## config.mk

```make
export PLATFORM = sky130hd
export DESIGN_NAME = pid_slot_hash_table_top
export DESIGN_NICKNAME = d
export VERILOG_FILES = /design/src/hdl/pshash_pkg.sv /design/src/hdl/pshash_ctrl.sv /design/src/hdl/pshash_dp.sv /design/src/hdl/pid_slot_hash_table_top.sv
export SDC_FILE = /design/constraint.sdc
export NUM_CORES = 1
export LEC_CHECK = 0
export BUFFER_PORTS_ARGS = -buffer_cell sky130_fd_sc_hd__buf_2
export CORE_MARGIN = 3
export CORE_UTILIZATION = 60
export CTS_BUF_LIST = sky130_fd_sc_hd__clkbuf_8 sky130_fd_sc_hd__clkbuf_16
export CTS_CLUSTER_DIAMETER = 150
export DETAILED_ROUTE_END_ITERATION = 8
export PLACE_DENSITY_LB_ADDON = 0.25
export SLEW_MARGIN = 20
export SYNTH_ARGS = -nofsm -noshare
export SYNTH_HDL_FRONTEND = slang
export SYNTH_SLANG_ARGS = --single-unit
```

## constraint.sdc

```tcl
create_clock -name clk -period 4.8 [get_ports clk]
set_input_delay 0.96 -clock clk [delete_from_list [all_inputs] [get_ports clk]]
set_output_delay 0.96 -clock clk [all_outputs]
set_load 0.02 [all_outputs]
```

## src/hdl/pshash_pkg.sv

```systemverilog
`timescale 1ns / 1ps
package pshash_pkg;

    localparam int SLOTS   = 32;
    localparam int SLOT_W  = 5;
    localparam int PID_W   = 5;
    localparam int LIVE_W  = $clog2(SLOTS + 1);
    localparam int PID_TOP = SLOTS - 1;

    localparam logic [PID_W-1:0]  PID_TOP_V   = PID_W'(PID_TOP);
    localparam logic [PID_W-1:0]  PID_FIRST   = PID_W'(1);
    localparam logic [PID_W-1:0]  LAST_CAND   = PID_W'(PID_TOP - 1);
    localparam logic [SLOT_W-1:0] LAST_STEP   = SLOT_W'(SLOTS - 1);
    localparam logic [LIVE_W-1:0] LIVE_LIMIT  = LIVE_W'(SLOTS);

    typedef enum logic [1:0] {
        OP_ALLOC  = 2'd0,
        OP_LOOKUP = 2'd1,
        OP_REMOVE = 2'd2,
        OP_NONE   = 2'd3
    } op_t;

    typedef enum logic [1:0] {
        ST_OK       = 2'd0,
        ST_FULL     = 2'd1,
        ST_NOTFOUND = 2'd2,
        ST_NOTLIVE  = 2'd3
    } status_t;

    typedef enum logic [1:0] {
        TAG_EMPTY = 2'd0,
        TAG_LIVE  = 2'd1,
        TAG_TOMB  = 2'd2,
        TAG_RSVD  = 2'd3
    } tag_t;

    typedef struct packed {
        logic start;
        logic run;
        logic load_out;
    } cmd_t;

    typedef struct packed {
        logic done;
        logic out_busy;
    } stat_t;

    // home slot: pid mod (SLOTS-1); a 5-bit pid stays below twice the modulus
    function automatic logic [SLOT_W-1:0] home_slot(input logic [PID_W-1:0] p);
        logic [PID_W-1:0] r;
        begin
            r = (p >= PID_TOP_V) ? (p - PID_TOP_V) : p;
            return SLOT_W'(r);
        end
    endfunction

    function automatic logic [PID_W-1:0] next_cand(input logic [PID_W-1:0] p);
        begin
            return (p >= PID_TOP_V) ? PID_FIRST : (p + PID_FIRST);
        end
    endfunction

endpackage

```

## src/hdl/pshash_ctrl.sv

```systemverilog
`timescale 1ns / 1ps
module pshash_ctrl (
    input  logic                  clk,
    input  logic                  rst_n,
    input  logic                  in_valid,
    output logic                  in_ready,
    input  pshash_pkg::stat_t     stat,
    output pshash_pkg::cmd_t      cmd
);
    import pshash_pkg::*;

    typedef enum logic [2:0] {
        S_IDLE = 3'b001,
        S_RUN  = 3'b010,
        S_RESP = 3'b100
    } state_t;

    state_t state_reg;
    state_t state_next;

    always_comb
    begin
        state_next = state_reg;
        case (state_reg)
            S_IDLE:
            begin
                if (in_valid)
                    state_next = S_RUN;
            end
            S_RUN:
            begin
                if (stat.done)
                    state_next = S_RESP;
            end
            S_RESP:
            begin
                if (!stat.out_busy)
                    state_next = S_IDLE;
            end
            default:
                state_next = S_IDLE;
        endcase
    end

    always_ff @(posedge clk or negedge rst_n)
    begin
        if (!rst_n)
            state_reg <= S_IDLE;
        else
            state_reg <= state_next;
    end

    assign in_ready     = (state_reg == S_IDLE);
    assign cmd.start    = (state_reg == S_IDLE) && in_valid;
    assign cmd.run      = (state_reg == S_RUN);
    assign cmd.load_out = (state_reg == S_RESP) && !stat.out_busy;

`ifndef NO_ASSERTIONS
    a_run_after_start: assert property (@(posedge clk) disable iff (!rst_n)
        cmd.start |=> cmd.run)
        else $error("request accepted but no run followed");
    a_single_cmd: assert property (@(posedge clk) disable iff (!rst_n)
        $onehot0({cmd.start, cmd.run, cmd.load_out}))
        else $error("controller issued overlapping commands");
    a_idle_after_load: assert property (@(posedge clk) disable iff (!rst_n)
        cmd.load_out |=> in_ready)
        else $error("controller not idle after result load");
`endif

endmodule

```

## src/hdl/pshash_dp.sv

```systemverilog
`timescale 1ns / 1ps
module pshash_dp (
    input  logic                          clk,
    input  logic                          rst_n,
    input  pshash_pkg::cmd_t              cmd,
    output pshash_pkg::stat_t             stat,
    input  logic [1:0]                    op,
    input  logic [pshash_pkg::PID_W-1:0]  pid,
    input  logic [pshash_pkg::SLOT_W-1:0] slot,
    output logic                          out_valid,
    input  logic                          out_ready,
    output logic [1:0]                    status,
    output logic [pshash_pkg::SLOT_W-1:0] found_slot,
    output logic [pshash_pkg::PID_W-1:0]  new_pid
);
    import pshash_pkg::*;

    tag_t              tag_reg [SLOTS];
    logic [PID_W-1:0]  pid_arr_reg [SLOTS];

    op_t               op_reg;
    logic [PID_W-1:0]  cand_reg, cand_next;
    logic [SLOT_W-1:0] ptr_reg, ptr_next;
    logic [SLOT_W-1:0] step_reg, step_next;
    logic [PID_W-1:0]  ncand_reg, ncand_next;
    logic              tomb_vld_reg, tomb_vld_next;
    logic [SLOT_W-1:0] tomb_reg, tomb_next;
    logic [LIVE_W-1:0] live_reg, live_next;
    logic [PID_W-1:0]  next_pid_reg, next_pid_next;

    status_t           res_status_reg, res_status_next;
    logic [SLOT_W-1:0] res_slot_reg, res_slot_next;
    logic [PID_W-1:0]  res_pid_reg, res_pid_next;

    logic              out_valid_reg;
    status_t           out_status_reg;
    logic [SLOT_W-1:0] out_slot_reg;
    logic [PID_W-1:0]  out_pid_reg;

    tag_t              rd_tag;
    logic [PID_W-1:0]  rd_pid;
    logic              pid_hit;
    logic              last_step;
    logic              done;
    logic              tbl_we;
    logic [SLOT_W-1:0] wr_addr;
    tag_t              wr_tag;
    logic [PID_W-1:0]  wr_pid;
    logic [PID_W-1:0]  start_cand;

    assign rd_tag    = tag_reg[ptr_reg];
    assign rd_pid    = pid_arr_reg[ptr_reg];
    assign pid_hit   = (rd_tag == TAG_LIVE) && (rd_pid == cand_reg);
    assign last_step = (step_reg == LAST_STEP);
    assign start_cand = (next_pid_reg == '0) ? PID_FIRST : next_pid_reg;

    always_comb
    begin
        cand_next       = cand_reg;
        ptr_next        = ptr_reg;
        step_next       = step_reg;
        ncand_next      = ncand_reg;
        tomb_vld_next   = tomb_vld_reg;
        tomb_next       = tomb_reg;
        live_next       = live_reg;
        next_pid_next   = next_pid_reg;
        res_status_next = res_status_reg;
        res_slot_next   = res_slot_reg;
        res_pid_next    = res_pid_reg;
        done            = 1'b0;
        tbl_we          = 1'b0;
        wr_addr         = ptr_reg;
        wr_tag          = TAG_LIVE;
        wr_pid          = cand_reg;

        if (cmd.run)
        begin
            res_status_next = ST_OK;
            res_slot_next   = '0;
            res_pid_next    = '0;
            case (op_reg)
                OP_ALLOC:
                begin
                    if (live_reg >= LIVE_LIMIT)
                    begin
                        done            = 1'b1;
                        res_status_next = ST_FULL;
                    end
                    else if (pid_hit)
                    begin
                        // candidate in use: restart the probe with the next pid
                        if (ncand_reg == LAST_CAND)
                        begin
                            done            = 1'b1;
                            res_status_next = ST_FULL;
                        end
                        else
                        begin
                            cand_next     = next_cand(cand_reg);
                            ptr_next      = home_slot(next_cand(cand_reg));
                            step_next     = '0;
                            ncand_next    = ncand_reg + PID_W'(1);
                            tomb_vld_next = 1'b0;
                        end
                    end
                    else if (rd_tag == TAG_EMPTY || last_step)
                    begin
                        done = 1'b1;
                        if (tomb_vld_reg || rd_tag == TAG_EMPTY || rd_tag == TAG_TOMB)
                        begin
                            tbl_we          = 1'b1;
                            wr_addr         = tomb_vld_reg ? tomb_reg : ptr_reg;
                            live_next       = live_reg + LIVE_W'(1);
                            next_pid_next   = next_cand(cand_reg);
                            res_slot_next   = wr_addr;
                            res_pid_next    = cand_reg;
                        end
                        else
                            res_status_next = ST_FULL;
                    end
                    else
                    begin
                        if (rd_tag == TAG_TOMB && !tomb_vld_reg)
                        begin
                            tomb_vld_next = 1'b1;
                            tomb_next     = ptr_reg;
                        end
                        ptr_next  = ptr_reg + SLOT_W'(1);
                        step_next = step_reg + SLOT_W'(1);
                    end
                end
                OP_LOOKUP:
                begin
                    if (pid_hit)
                    begin
                        done          = 1'b1;
                        res_slot_next = ptr_reg;
                    end
                    else if (rd_tag == TAG_EMPTY || last_step)
                    begin
                        done            = 1'b1;
                        res_status_next = ST_NOTFOUND;
                    end
                    else
                    begin
                        ptr_next  = ptr_reg + SLOT_W'(1);
                        step_next = step_reg + SLOT_W'(1);
                    end
                end
                OP_REMOVE:
                begin
                    done = 1'b1;
                    if (rd_tag == TAG_LIVE)
                    begin
                        tbl_we    = 1'b1;
                        wr_tag    = TAG_TOMB;
                        wr_pid    = '0;
                        live_next = (live_reg != '0) ? (live_reg - LIVE_W'(1)) : live_reg;
                    end
                    else
                        res_status_next = ST_NOTLIVE;
                end
                default:
                    done = 1'b1;
            endcase
        end
    end

    assign stat.done     = done;
    assign stat.out_busy = out_valid_reg && !out_ready;

    always_ff @(posedge clk or negedge rst_n)
    begin
        if (!rst_n)
        begin
            for (int i = 0; i < SLOTS; i++)
                tag_reg[i] <= TAG_EMPTY;
            live_reg      <= '0;
            next_pid_reg  <= PID_FIRST;
            out_valid_reg <= 1'b0;
        end
        else
        begin
            if (tbl_we)
                tag_reg[wr_addr] <= wr_tag;
            live_reg     <= live_next;
            next_pid_reg <= next_pid_next;
            if (cmd.load_out)
                out_valid_reg <= 1'b1;
            else if (out_ready)
                out_valid_reg <= 1'b0;
        end
    end

    always_ff @(posedge clk)
    begin
        if (tbl_we)
            pid_arr_reg[wr_addr] <= wr_pid;
    end

    always_ff @(posedge clk)
    begin
        if (cmd.start)
        begin
            op_reg       <= op_t'(op);
            step_reg     <= '0;
            ncand_reg    <= '0;
            tomb_vld_reg <= 1'b0;
            if (op_t'(op) == OP_ALLOC)
            begin
                cand_reg <= start_cand;
                ptr_reg  <= home_slot(start_cand);
            end
            else if (op_t'(op) == OP_REMOVE)
            begin
                cand_reg <= pid;
                ptr_reg  <= slot;
            end
            else
            begin
                cand_reg <= pid;
                ptr_reg  <= home_slot(pid);
            end
        end
        else
        begin
            cand_reg     <= cand_next;
            ptr_reg      <= ptr_next;
            step_reg     <= step_next;
            ncand_reg    <= ncand_next;
            tomb_vld_reg <= tomb_vld_next;
        end
        tomb_reg       <= tomb_next;
        res_status_reg <= res_status_next;
        res_slot_reg   <= res_slot_next;
        res_pid_reg    <= res_pid_next;
        if (cmd.load_out)
        begin
            out_status_reg <= res_status_reg;
            out_slot_reg   <= res_slot_reg;
            out_pid_reg    <= res_pid_reg;
        end
    end

    assign out_valid  = out_valid_reg;
    assign status     = out_status_reg;
    assign found_slot = out_slot_reg;
    assign new_pid    = out_pid_reg;

`ifndef NO_ASSERTIONS
    a_live_bound: assert property (@(posedge clk) disable iff (!rst_n)
        live_reg <= LIVE_W'(PID_TOP))
        else $error("live count above number of pids");
    a_next_pid_nonzero: assert property (@(posedge clk) disable iff (!rst_n)
        next_pid_reg != '0)
        else $error("next pid register holds zero");
    a_write_in_run: assert property (@(posedge clk) disable iff (!rst_n)
        tbl_we |-> cmd.run && done)
        else $error("table written outside the final probe step");
    a_no_overwrite: assert property (@(posedge clk) disable iff (!rst_n)
        cmd.load_out |-> (!out_valid_reg || out_ready))
        else $error("pending result overwritten");
`endif

endmodule

```

## src/hdl/pid_slot_hash_table_top.sv

```systemverilog
`timescale 1ns / 1ps
// Channel  Handshake            Payload
// in       in_valid / in_ready  op, pid, slot
// out      out_valid/ out_ready status, found_slot, new_pid
//
// One table entry is examined per cycle, and the probe walk sets how long a request runs:
// remove reads only the given slot, an unused op examines none, lookup walks up to SLOTS entries,
// and allocate restarts the walk for each candidate pid that is already live.
// Reset marks every slot empty, clears the live count and sets the next pid to 1.
// A new request is taken while a finished result waits in the output register; a stalled
// output holds the next result in the datapath until the register frees.
module pid_slot_hash_table_top (
    input  logic                          clk,
    input  logic                          rst_n,
    input  logic                          in_valid,
    output logic                          in_ready,
    input  logic [1:0]                    op,
    input  logic [pshash_pkg::PID_W-1:0]  pid,
    input  logic [pshash_pkg::SLOT_W-1:0] slot,
    output logic                          out_valid,
    input  logic                          out_ready,
    output logic [1:0]                    status,
    output logic [pshash_pkg::SLOT_W-1:0] found_slot,
    output logic [pshash_pkg::PID_W-1:0]  new_pid
);
    import pshash_pkg::*;

    cmd_t  cmd;
    stat_t stat;

    pshash_ctrl u_ctrl (
        .clk      (clk),
        .rst_n    (rst_n),
        .in_valid (in_valid),
        .in_ready (in_ready),
        .stat     (stat),
        .cmd      (cmd)
    );

    pshash_dp u_dp (
        .clk        (clk),
        .rst_n      (rst_n),
        .cmd        (cmd),
        .stat       (stat),
        .op         (op),
        .pid        (pid),
        .slot       (slot),
        .out_valid  (out_valid),
        .out_ready  (out_ready),
        .status     (status),
        .found_slot (found_slot),
        .new_pid    (new_pid)
    );

endmodule
```

==> results.md <==
- Status: finished clean
- Share of the synthesized area in the top cell type: 0.426
- Asr flop ratio synth: 0.267
- Slew margin rel.: 0.385
- Crit end category: register
- CTS tree: done
- Clock Latency Late Sink: 550 ps
- Die X: 160 microns
- CP max-delay cell: dfxtp_2
- Initial antenna violation count: 0
- PwrDens: 580 nW/um^2
- Routed via count: 9,348
- Port Buffer Count: 29
- Clock tree buffer depth: 3
- Worst path depth: 12
- Syn nets: 1,028
- Net Sw Frac: 0.350
- Int Power: 0.00600 W
- Design Power: 0.00924 W
- Sw power: 0.00324 W
- Fmax: 221 MHz
- Syn Area/Cell: 14.2 sq um
- Drt wl/cell: 24.6 microns
- Remaining global-route overflow: 0
- Max reg flops: 160
- Area of the die: 25,500 sq um
- MaxCap Viol Count: 0
- Pin count of the biggest net entering global routing: 80
- Comb pwr share: 0.377
- Hold Fails Final Rpt: 0
- Register area share after synthesis: 0.588
- Worst reg2reg path depth: 12
- Rows: 55
- Max-slew violation count: 0
- #FFs+latches synth: 296
- Hpwl dp: 23,200 microns
- Sink Count: 296
- Buf/Inv on CP: 3
- Flop pwr share: 0.364
- Final Util: 0.695
- Crit Path Category: reg -> reg
- IO Pins: 30
- Global placer's final weighted congestion: 0.951
- EDFF count, synth: 201
- Post-Route WL: 34,300 microns
- Synthesized area: 14,200 sq um
- Total CTS buffers: 29
- CP Cell Sequence: buf_4, mux4_2, mux2i_1, a22oi_1, a21o_1, a211oi_4, a31o_2, buf_4, nor3_1, buf_4, nor2_1, nor2_1
- Peak supply drop: 0.343 mV
- Antenna Cells: 0
- Total GRT Usage: 0.268
- Final ANT Viol Nets: 0
- Hold Crit Class: in -> async
- CTS Root Cell: clkbuf_16
- CORE AREA: 22,900 sq um
- Min Tclk post-route: 4520 ps
- Synthesis warning total: 0
- Arr. time, crit path: 4760 ps
- RSZ-0062 raised after global routing: false
- # setup viols final: 0
- Max stage delay on crit path: 610 ps
- DRT Pass-1 Iters: 5
- Synth cell types: 87
- Cts hold-fix bufs: 0
- Clock transition at the registers of the reported paths: 70 ps
- Crit path max fanout: 17
- Number of global-route vias before repair: 9,009
- Via density: 6.70
- R2r setup slk: 280 ps
- # DRC: 0
- Worst path most repeated cell: buf_4
- Largest delay share family, worst path: compound AO/OA/AOI/OAI gates
- Clk pwr share: 0.259
- Leakage: 6.10 nW
- Post-synthesis cell count: 995
- Synth Flop Type: edfxtp_1
- Clock Skew: 8.93 ps
- Setup TNS: 0 ps
- Slew @ Worst Pin: 915 ps
- Initial Util: 0.618
- Syn-to-layout area delta: 12.4%
- Area contributors post-synth: edfxtp_1, dfrtp_1, mux4_2
- Critical Path Source Type: register
- Layout cells sized above 1: 0.256
- Initial DRC Count: 1,170
- First-pass GRT wire length: 53,200 microns
- Layout Nets: 1,094
- WP data required: 5040 ps
- Crit share post-route: 0.941
- Die H: 160 microns
- CTS HTree Levels: 1
- Leading area contributor after synthesis: edfxtp_1
==> repair_timing <==
item,4_1_cts,5_1_grt
resized for setup,1,2
endpoints found under the setup margin,30,93
setup buffers,0,11
==> final timing paths <==
kind                                      from                 endpoint
max                                   register  u_dp.pid_arr_reg[15][1]
max reg2reg                           register  u_dp.pid_arr_reg[15][1]
min                                      rst_n      u_ctrl.state_reg[2]
max in group asynchronous                rst_n         u_dp.tag_reg[50]
min reg2reg                u_dp.res_pid_reg[1]          u_dp.new_pid[1]
min in group clk           u_dp.res_pid_reg[1]          u_dp.new_pid[1]
==> area by class of cell <==
type / count / area [sq um]
clock inverters: 20 / 220
inverters: 37 / 139
repair buffers: 93 / 657
multi-input cells: 604 / 5380
fillers: 1549 / 6990
well taps: 313 / 392
flip-flops and latches: 296 / 8340
clock buffers: 33 / 803
==> stage by stage <==
| step | setup WS (ps) | hold slack, ps | area, sq um | instances |
|---|---|---|---|---|
| 4_1_cts | 55.2 | 420 | 15800 | 1385 |
| 3_5_place_dp | 16.2 | 405 | 14800 | 1332 |
| 6_report | 283 | 407 | 15900 | 1396 |
| 3_3_place_gp | 73.7 | 405 | 14800 | 1332 |
| 5_1_grt | 3.28 | 424 | 15900 | 1396 |
| 2_1_floorplan | 913 | 400 | 14200 | 995 |
==> cell usage after synthesis, types with 13 or more instances <==
library cell / number
a21o_1: 13
a21oi_1: 23
and2_1: 18
and3_1: 14
clkbuf_1: 27
dfrtp_1: 77
dfxtp_1: 16
edfxtp_1: 201
ha_1: 16
inv_1: 36
mux2_2: 39
mux2i_1: 36
mux4_2: 56
nand2_1: 31
nand3_1: 19
nor2_1: 70
nor3_1: 15
o211ai_1: 15
o21ai_0: 24
or3_1: 15
xnor2_1: 16
==> cell families (layout without fill, tap and decap cells) <==
| logic type | count (synthesis) | count (layout) | share of synthesized area |
|---|---|---|---|
| AO/OA/AOI/OAI | 196 | 196 | 0.111 |
| flip-flops | 296 | 296 | 0.588 |
| buffers and inverters | 95 | 183 | 0.0334 |
| AND/OR/NAND/NOR | 227 | 227 | 0.0841 |
| XOR/XNOR | 23 | 23 | 0.0142 |
| adder cells (fa/ha/maj) | 17 | 17 | 0.0155 |
| multiplexers | 141 | 141 | 0.153 |
==> routing by layer <==
layer	track usage	vias up	routed length (microns)
li1	-	4029	-
met1	0.402	4731	14200
met2	0.408	506	15800
met3	0.0410	82	3060
met4	0.0923	0	1260
met5	0	-	0
==> cells in the final DEF, fill, tap and decap left out, types with 16 or more instances in the layout <==
cell       instances
nand3_1           19
buf_4             62
dfrtp_1           77
a21oi_1           22
and2_1            17
xnor2_1           16
inv_1             36
mux2i_1           36
nor2_1            68
o21ai_0           24
mux2_2            39
nand2_1           31
buf_2             28
clkbuf_16         31
ha_1              16
mux4_2            56
edfxtp_1         201
==> power groups by stage <==
stage | logic, W | clock network [W] | registers, W
after CTS | 0.00332 | 0.00242 | 0.00341
after global placement | 0.00323 | 0 | 0.00344
after floorplan | 0.00252 | 0 | 0.00329
after detailed placement | 0.00328 | 0 | 0.00346
final | 0.00348 | 0.00239 | 0.00337
after global routing | 0.00373 | 0.00252 | 0.00339
Note: power is estimated with default switching activity, not from simulation.
